==> config.mk <==
export PLATFORM = sky130hd
export DESIGN_NAME = rpa_alu
export DESIGN_NICKNAME = d
export VERILOG_FILES = /design/src/hdl/rpa_alu.sv
export SDC_FILE = /design/constraint.sdc
export NUM_CORES = 1
export LEC_CHECK = 0
export BUFFER_PORTS_ARGS = -buffer_cell sky130_fd_sc_hd__buf_2
export CORE_UTILIZATION = 41
export DETAILED_ROUTE_END_ITERATION = 8
export PLACE_DENSITY = 0.71
export SYNTH_ARGS = -nofsm -noshare
export SYNTH_HDL_FRONTEND = slang
export SYNTH_SLANG_ARGS = --single-unit
export TNS_END_PERCENT = 5
==> constraint.sdc <==
create_clock -name vclk -period 5.25
set_input_delay 0.525 -clock vclk [all_inputs]
set_output_delay 0.525 -clock vclk [all_outputs]
set_load 0.05 [all_outputs]
==> src/hdl/rpa_alu.sv <==
// shared add / subtract-compare unit of the allocator sequencer
module rpa_alu #(
  parameter int W = 17
) (
  input  logic [W-1:0] a_i,
  input  logic [W-1:0] b_i,
  input  logic         sub_i,
  output logic [W-1:0] res_o,
  output logic         lt_o
);

  logic [W:0] sum;

  always_comb begin
    if (sub_i) begin
      sum = {1'b0, a_i} + {1'b0, ~b_i} + {{W{1'b0}}, 1'b1};
    end else begin
      sum = {1'b0, a_i} + {1'b0, b_i};
    end
  end

  assign res_o = sum[W-1:0];
  // no carry out of a - b means a borrow, so a < b
  assign lt_o  = sub_i & ~sum[W];

endmodule

==> impl_metrics.ini <==
[cells_and_area]
area_growth_pct = 14.1
layout-drive-gt1-share = 0.223
fin_cells = 342
layout_common_cells = buf_2 (53), ha_1 (33), inv_1 (31)
final_common_cell = buf_2
nFlopsAndLatches = 0
regArea_um2 = 0
final_nets = 364
antenna_cells = 0
clockBufferCount = 0

[global_route]
grt_pass1_vias = 1668
antenna_found_initial = 0
grt_max_degree = 33
busiest_layer = met2
grt.met2_usage = 0.375
grt_pass1_wl_um = 7050
grt_use_met3 = 0.0118
gr-usage-all-layers = 0.192
met1_usage = 0.234
grt_overflow_total = 0

[sta]
setup_tns_ps = 0
max_freq_mhz = 299
final_max_slew_viol_count = 0
max-slew-margin-rel = 0.647
fin_crit_sh = 0.636
worstMarginPinSlew_ps = 529
hold_viol_final = 0
period_needed_ps = 3340
finalSetupViolCount = 0
rsz0062_at_grt = false

[clocking]
cts-resized-gates = 0
post-cts-setup-buffers = 0
ctsHoldBuffers = 0

[yosys]
yosys_warnings = 0
synth.avg_cell_area_um2 = 6.87
yosysTopAreaCell = ha_1
netlist_area_mm2 = 0.00174
ys_top_cells_by_area = ha_1 (24%), inv_1 (6.7%), a21oi_1 (6.3%)
yosysUniqueCellTypes = 54
syn_inst = 253
synth_top_area_share = 0.237
syn_nets = 323
ys_seq_area_frac = 0

[floorplan]
io_pins = 53
die_y_um = 67.1
die_area_mm2 = 0.00451
die_w_um = 67.1
start_util = 0.432
row_count = 23
coreArea_mm2 = 0.00403

[drt]
antenna_left = 0
vias = 1916
drt_iter0_markers = 196
viasPerCell = 5.60
routedWlPerCell_um = 12.4
drc = 0
dr.pass1.iters = 4
drt-total-wl_um = 4250

[setup_path]
worstSetupEndpointType = output port
cp_max_fo = 3
worstSetupStartpoint = a_i[0]
setup.worst_path.end = res_o[16]
cp.arrival_ps = 2810
start_kind = input port
path_class = in -> out
cp_data_required_time_ps = 4720

[place]
place_hpwl_um = 3570
gp_congestion = 0.903
portBuffers = 53
dpl.cell_count = 342

[run]
drv_cap = 0

[outcome]
status = finished, final reports clean

[hold_path]
hp-class = in -> out

[power]
irDropWorstVdd_uv = 142
power.density_mw_per_mm2 = 171
power_leakage_uw = 0.000986
==> routing by layer <==
layer	up-vias	part of all wire
li1	973	-
met1	870	0.42
met2	69	0.51
met3	4	0.062
met4	0	0.0052
met5	-	0
==> worst max-delay path: stages <==
cell,delay [ps]
buf_2,110
ha_1,210
fa_1,390
nor2b_1,160
o21ai_1,230
a31oi_1,180
a2111oi_1,460
a311oi_1,120
xnor2_1,160
buf_2,280
==> kinds of logic after synthesis <==
family,count (synthesis),synth area share
AO/OA/AOI/OAI,84,0.335
XOR/XNOR,15,0.0755
adder cells (fa/ha/maj),35,0.260
buffers and inverters,47,0.120
multiplexers,1,0.00576
AND/OR/NAND/NOR,71,0.204
==> how the worst min path moves through the flow <==
stage,from,depth (start not counted),end,slack (ps)
2_1_floorplan,b_i[0],2,res_o[0],1330
3_3_place_gp,b_i[0],4,res_o[0],1470
3_5_place_dp,b_i[0],4,res_o[0],1480
4_1_cts,b_i[0],4,res_o[0],1480
5_1_grt,b_i[0],4,res_o[0],1490
6_report,b_i[0],4,res_o[0],1470
==> per-stage QoR <==
step	util	hold WS, ps	total power, µW	area [µm²]	setup WS (ps)
finish	0.493	1470	339	1980	1910
global route	0.493	1490	367	1980	1660
CTS	0.493	1480	339	1980	1940
detailed placement	0.493	1480	338	1980	1940
global placement	0.493	1470	336	1980	2020
floorplan	-	1330	267	1740	1790
==> cell usage after synthesis (all sizes together), types with 6 or more instances <==
| master | count |
|---|---|
| nor3 | 6 |
| buf | 13 |
| ha | 33 |
| nand2 | 16 |
| nor2 | 21 |
| a211oi | 6 |
| xnor2 | 12 |
| a21oi | 24 |
| nand3 | 8 |
| nor2b | 6 |
| inv | 33 |
| o21ai | 20 |
==> report_power, final <==
group          leakage [µW]  internal, µW  total [µW]  switching [µW]
combinational      0.000986           104         339             235
sequential                0             0           0               0
clock                     0             0           0               0
==> cell type report <==
| cell class | count | area [µm²] |
|---|---|---|
| repair buffers | 53 | 265 |
| well taps | 50 | 62.6 |
| inverters | 33 | 126 |
| multi-input cells | 206 | 1530 |
| fillers | 442 | 2040 |
Power figures use the tool's default switching activity.
