$ cat src/hdl/rpa_ram.sv
// generic single-write, single-read ram with registered read data
module rpa_ram #(
  parameter int WIDTH = 8,
  parameter int DEPTH = 2
) (
  input  logic                     clk_i,
  input  logic                     we_i,
  input  logic [$clog2(DEPTH)-1:0] waddr_i,
  input  logic [WIDTH-1:0]         wdata_i,
  input  logic [$clog2(DEPTH)-1:0] raddr_i,
  output logic [WIDTH-1:0]         rdata_o
);

  logic [WIDTH-1:0] mem_q [DEPTH];
  logic [WIDTH-1:0] rdata_q;

  always_ff @(posedge clk_i) begin
    if (we_i) begin
      mem_q[waddr_i] <= wdata_i;
    end
    rdata_q <= mem_q[raddr_i];
  end

  assign rdata_o = rdata_q;

endmodule

$ cat config.mk
export PLATFORM = sky130hd
export DESIGN_NAME = rpa_ram
export DESIGN_NICKNAME = d
export VERILOG_FILES = /design/src/hdl/rpa_ram.sv
export SDC_FILE = /design/constraint.sdc
export NUM_CORES = 1
export LEC_CHECK = 0
export BUFFER_PORTS_ARGS = -buffer_cell sky130_fd_sc_hd__clkbuf_2
export CAP_MARGIN = 15
export CORE_MARGIN = 1.5
export CORE_UTILIZATION = 48
export DETAILED_ROUTE_END_ITERATION = 8
export GPL_TIMING_DRIVEN = 0
export PLACE_DENSITY = 0.8
export SETUP_SLACK_MARGIN = 0.15
export SYNTH_ARGS = -nofsm -noshare
export SYNTH_HDL_FRONTEND = slang
export SYNTH_SLANG_ARGS = --single-unit
$ cat constraint.sdc
create_clock -name clk_i -period 1.3 [get_ports clk_i]
set_input_delay 0.39 -clock clk_i [delete_from_list [all_inputs] [get_ports clk_i]]
set_output_delay 0.39 -clock clk_i [all_outputs]
set_load 0.05 [all_outputs]
==> results.sh, run 1 <==
export IMPL_cts_max_level=1
export IMPL_setup_viol_count_final=0
export IMPL_core_area_um2=1520
export IMPL_rsz0062_at_grt="true"
export IMPL_ff2ff_path_depth=1
export IMPL_crit_buf_inv=1
export IMPL_worstHoldPathCells=1
export IMPL_crit_slowest_cell="dfxtp_2"
export IMPL_syn_inst=35
export IMPL_drv_cap=0
export IMPL_skew_ns=0.00188
export IMPL_die_y_um=43.4
export IMPL_ys_ff_latch=24
export IMPL_clock_path_buffers=2
export IMPL_firstDrtPassIters=2
export IMPL_antenna_found_initial=0
export IMPL_slew_headroom_pct=72.9
export IMPL_power_leakage_nw=0.411
export IMPL_hold_path_class="input pin to register"
export IMPL_cp_depth=1
export IMPL_crit_type="register to primary output"
export IMPL_area_delta_synth_final_pct=29.2
export IMPL_root_buffer="clkbuf_4"
export IMPL_nets=70
export IMPL_clock_fmax_mhz=844
export IMPL_final_area_um2=1010
export IMPL_fillers=102
export IMPL_p_per_area_nw_per_um2=1430
export IMPL_finalPower_w=0.00145
export IMPL_drive_gt1_share_pct=68.4
export IMPL_cts_sinks=24
export IMPL_slowest_delay_ns=0.35
export IMPL_via_count=348
export IMPL_arrival_ns=0.80
export IMPL_dieArea_um2=1890
export IMPL_die_width_um=43.4
export IMPL_std_cell_rows=14
export IMPL_crit_path_start_kind="register"
export IMPL_finalCritPeriodShare_pct=91.2
export IMPL_syn_area_um2=785
export IMPL_drtIter0Drc=3
export IMPL_drt_antenna_violating_nets=0
export IMPL_min_period_ns=1.19
export IMPL_cp_max_fo=1
export IMPL_grtUsageTotal_pct=11.5
export IMPL_synth_avg_cell_area_um2=22.4
export IMPL_tightest_slew_ns=0.405
export IMPL_grt_pass1_wl_um=1410
export IMPL_grt_pass1_vias=307
export IMPL_gp_congestion=0.639
export IMPL_cts_tree="yes"
export IMPL_finalMaxSlewViolations=0
export IMPL_start_util_pct=51.5
export IMPL_vdd_drop_max_uv=874
export IMPL_syn_num_nets=47
export IMPL_drt_vias_per_instance=4.77
export IMPL_place_area_um2=897
export IMPL_endpoint_kind="primary output"
export IMPL_required_ns=0.91
export IMPL_postCtsSetupBuffers=0
export IMPL_synth_yosys_warnings=0
export IMPL_layout_cells_most_common="edfxtp_1"
export IMPL_grt_start_max_net_pins=14
export IMPL_io_pins=20
export IMPL_hold_viol=0
export IMPL_path_cells="buf_8"
export IMPL_status="complete, no violations"
export IMPL_finalWirelength_um=909
export IMPL_grt_overflow_total=0
export IMPL_drc=0
export IMPL_routedWlPerCell_um=12.5
export IMPL_clkLatencyLatePin_ns=0.30
export IMPL_path_delay_family="flip-flops"
export IMPL_synthDistinctLibCells=6
export IMPL_port_buffers=18
export IMPL_numCtsBuffers=3
export IMPL_synth_seq_area_share_pct=81.7
export IMPL_setup_ws_ns=0.115
export IMPL_layout_common_cells="16 x edfxtp_1, 10 x clkbuf_2, 8 x mux2_4, 8 x buf_8, 8 x dfxtp_2"
export IMPL_setup_tns_ns=0
export IMPL_place_ws_ns=0.0730
export IMPL_diodes=0
export IMPL_path_clk_slew_ns=0.12
==> logic make-up (layout without fill, tap and decap cells) <==
group / Yosys count / count (layout) / share of synthesized area, %
AND/OR/NAND/NOR: 2 / 2 / 1.60
multiplexers: 8 / 8 / 15.3
flip-flops: 24 / 24 / 81.7
buffers and inverters: 1 / 23 / 1.44
==> flip-flops by register name (all words and copies together) (netlist names) <==
| register | cells |
|---|---|
| rdata_o | 8 |
| mem_q | 16 |
==> timing repair <==
action	4_1_cts	5_1_grt
endpoints found under the setup margin	8	8
hold buffers	0	0
gates resized for setup	23	9
==> cell usage after synthesis <==
cell type   n  share of area [%]
dfxtp_1     8                 20
nor2b_1     1               0.80
mux2_4      8                 15
buf_6       1                1.4
and2_1      1               0.80
edfxtp_1   16                 61
==> cell type report <==
class	instances	area, um^2	share of cell area, %
buffer	1	11.3	1.11
timing repair buffer	18	170	16.8
clock buffer	4	26.3	2.59
sequential	24	651	64.2
tap	16	20.0	1.98
multi-input combinational	10	135	13.3
==> per-stage QoR <==
step | utilization [%] | cells | hold slack [ns]
4_1_cts | 65.8 | 73 | 0.252
3_3_place_gp | 58.9 | 69 | 0.455
6_report | 66.5 | 73 | 0.265
2_1_floorplan | - | 35 | 0.452
3_5_place_dp | 58.9 | 69 | 0.458
5_1_grt | 66.5 | 73 | 0.238
==> per-layer routing <==
metal	part of all wire, %	global-route usage (%)	vias to the layer above
met5	0	0	-
met4	1.1	10.9	0
met3	7.7	4.17	2
met2	50	16.7	20
met1	41	12.9	152
li1	-	-	174
==> power breakdown <==
group / internal, W / total (W) / switching (W)
sequential: 0.000879 / 0.000901 / 0.0000221
clock: 0.000120 / 0.000320 / 0.000200
combinational: 0.000109 / 0.000225 / 0.000116
total: 0.00111 / 0.00145 / 0.000339
==> path summary, 6_finish.rpt <==
check / from / end / slack (ns)
worst max-delay path: rdata_o[1] / rdata_o[1] / 0.11
worst min-delay path: wdata_i[1] / mem_q[0][1] / 0.26
worst max register to register: mem_q[1][6] / rdata_o[6] / 0.54
worst min register to register: mem_q[1][3] / rdata_o[3] / 0.49
(Power assumes the default switching activity.)
==> inputs of run 2 (changes only) <==
--- a/config.mk
+++ b/config.mk
@@ -12,7 +12,7 @@
 export DETAILED_ROUTE_END_ITERATION = 8
 export GPL_TIMING_DRIVEN = 0
 export PLACE_DENSITY = 0.8
-export SETUP_SLACK_MARGIN = 0.15
+export SETUP_SLACK_MARGIN = 0.5
 export SYNTH_ARGS = -nofsm -noshare
 export SYNTH_HDL_FRONTEND = slang
 export SYNTH_SLANG_ARGS = --single-unit
==> run 2 against run 1 <==
Effect of this change:
- critical path depth is the same
- hold slack lost 0.0066 ns
- die area is the same
- first-iteration DRC count shrank 100%
- wire length shrank 2.1%
- final cell count is the same
- core utilization grew 4.4 points
- sequential share of layout area shrank 2.1 points
- combinational power grew 8.9%
- clock skew grew 0.00073 ns
==> results.sh, run 2 (synthesis results as in run 1) <==
export IMPL_status="complete, no violations"
export IMPL_drive_gt1_share_pct=70.2
export IMPL_hold_path_class="input pin to register"
export IMPL_die_width_um=43.4
export IMPL_diodes=0
export IMPL_clkLatencyLatePin_ns=0.31
export IMPL_largest_register_ffs=16
export IMPL_routedWlPerCell_um=12.2
export IMPL_antenna_found_initial=0
export IMPL_skew_ns=0.00261
export IMPL_place_ws_ns=0.232
export IMPL_cts_sinks=24
export IMPL_cts_max_level=1
export IMPL_setup_viol_count_final=0
export IMPL_path_clk_slew_ns=0.11
export IMPL_root_buffer="clkbuf_4"
export IMPL_grt_pass1_vias=328
export IMPL_grt_overflow_total=0
export IMPL_min_period_ns=1.22
export IMPL_drt_vias_per_instance=4.84
export IMPL_regArea_um2=671
export IMPL_grt_start_max_net_pins=14
export IMPL_crit_buf_inv=1
export IMPL_rsz0062_at_grt="true"
export IMPL_crit_path_start_kind="register"
export IMPL_required_ns=0.91
export IMPL_start_util_pct=51.5
export IMPL_path_delay_family="flip-flops"
export IMPL_endpoint_kind="primary output"
export IMPL_drtIter0Drc=0
export IMPL_slowest_delay_ns=0.36
export IMPL_dieArea_um2=1890
export IMPL_nets=70
export IMPL_port_buffers=18
export IMPL_grt_pass1_wl_um=1410
export IMPL_std_cell_rows=14
export IMPL_hold_viol=0
export IMPL_die_y_um=43.4
export IMPL_drv_cap=0
export IMPL_fillers=96
export IMPL_slew_headroom_pct=83.6
export IMPL_layout_common_cells="16 x edfxtp_1, 10 x clkbuf_2, 8 x mux2_4, 8 x dfxtp_4, 5 x buf_8"
export IMPL_io_pins=20
export IMPL_cts_tree="yes"
export IMPL_setup_tns_ns=0
export IMPL_crit_type="register to primary output"
export IMPL_top_register="mem_q"
export IMPL_power_leakage_nw=0.438
export IMPL_layout_cells_most_common="edfxtp_1"
export IMPL_numCtsBuffers=3
export IMPL_power_internal_w=0.00111
export IMPL_setup_ws_ns=0.0754
export IMPL_clock_fmax_mhz=817
export IMPL_finalCritPeriodShare_pct=94.2
export IMPL_drc=0
export IMPL_crit_slowest_cell="dfxtp_4"
export IMPL_area_delta_synth_final_pct=37.6
export IMPL_tightest_slew_ns=0.245
export IMPL_vdd_drop_max_uv=1070
export IMPL_p_seq_share_pct=61.6
export IMPL_gp_congestion=0.574
export IMPL_grtUsageTotal_pct=11.7
export IMPL_combPwrFrac_pct=16.8
export IMPL_multi_input_area_um2=143
export IMPL_switchingPower_w=0.000341
export IMPL_arrival_ns=0.83
export IMPL_path_cells="clkbuf_16"
export IMPL_p_per_area_nw_per_um2=1350
export IMPL_finalMaxSlewViolations=0
export IMPL_core_area_um2=1520
export IMPL_switching_share_pct=23.4
export IMPL_pwr_share_clk_pct=21.6
export IMPL_via_count=353
export IMPL_finalWirelength_um=890
export IMPL_clock_path_buffers=2
export IMPL_drt_antenna_violating_nets=0
export IMPL_firstDrtPassIters=1
export IMPL_cp_max_fo=1
==> run 2: cell count changes in the layout (fill, tap and decap cells not counted), sizes merged <==
cell	change
buf	-3
clkbuf	+2
clkinv	+1
==> run 2: layer usage <==
layer  global-route usage [%]  vias up  routed length, um
li1                         -      173                  -
met1                     12.7      155                385
met2                     15.8       20                389
met3                     4.17        5                 60
met4                     14.5        0                 55
met5                        0        -                  0
==> run 2: cell type report <==
| class | count | share of cell area (%) |
|---|---|---|
| clock buffers | 3 | 2.09 |
| repair buffers | 18 | 18.5 |
| well taps | 16 | 1.85 |
| clock inverters | 1 | 0.348 |
| multi-input cells | 10 | 13.2 |
| plain buffers | 1 | 1.85 |
| flip-flops and latches | 24 | 62.1 |
==> run 2: final timing paths <==
check              start           to  slack [ns]  depth (start not counted)
max           rdata_o[3]   rdata_o[3]        0.08                          1
min           wdata_i[5]  mem_q[1][5]        0.26                          1
max reg2reg  mem_q[0][1]   rdata_o[1]        0.53                          1
min reg2reg  mem_q[1][5]   rdata_o[5]        0.49                          1
==> run 2: what timing repair did <==
action / CTS / global route
endpoints found under the setup margin: 8 / 8
setup buffers: 0 / 0
cloned: 0 / 0
hold buffers: 0 / 0
gates resized for setup: 19 / 5
==> run 2: stage by stage <==
| stage | utilization [%] | instance area, um^2 | cells | hold WS (ns) | power [W] |
|---|---|---|---|---|---|
| after floorplan | - | 833 | 35 | 0.452 | 0.00105 |
| after CTS | 70.4 | 1070 | 73 | 0.254 | 0.00146 |
| after global routing | 70.9 | 1080 | 73 | 0.241 | 0.00151 |
| after global placement | 61.9 | 943 | 69 | 0.453 | 0.00109 |
| final | 70.9 | 1080 | 73 | 0.258 | 0.00146 |
| after detailed placement | 61.9 | 943 | 69 | 0.460 | 0.00109 |
==> run 2: power by group through the flow <==
stage | logic [W] | registers [W] | clock network, W
6_report | 0.000245 | 0.000897 | 0.000314
5_1_grt | 0.000253 | 0.000902 | 0.000358
4_1_cts | 0.000240 | 0.000894 | 0.000326
3_5_place_dp | 0.000187 | 0.000906 | 0
2_1_floorplan | 0.0000586 | 0.000987 | 0
3_3_place_gp | 0.000186 | 0.000902 | 0
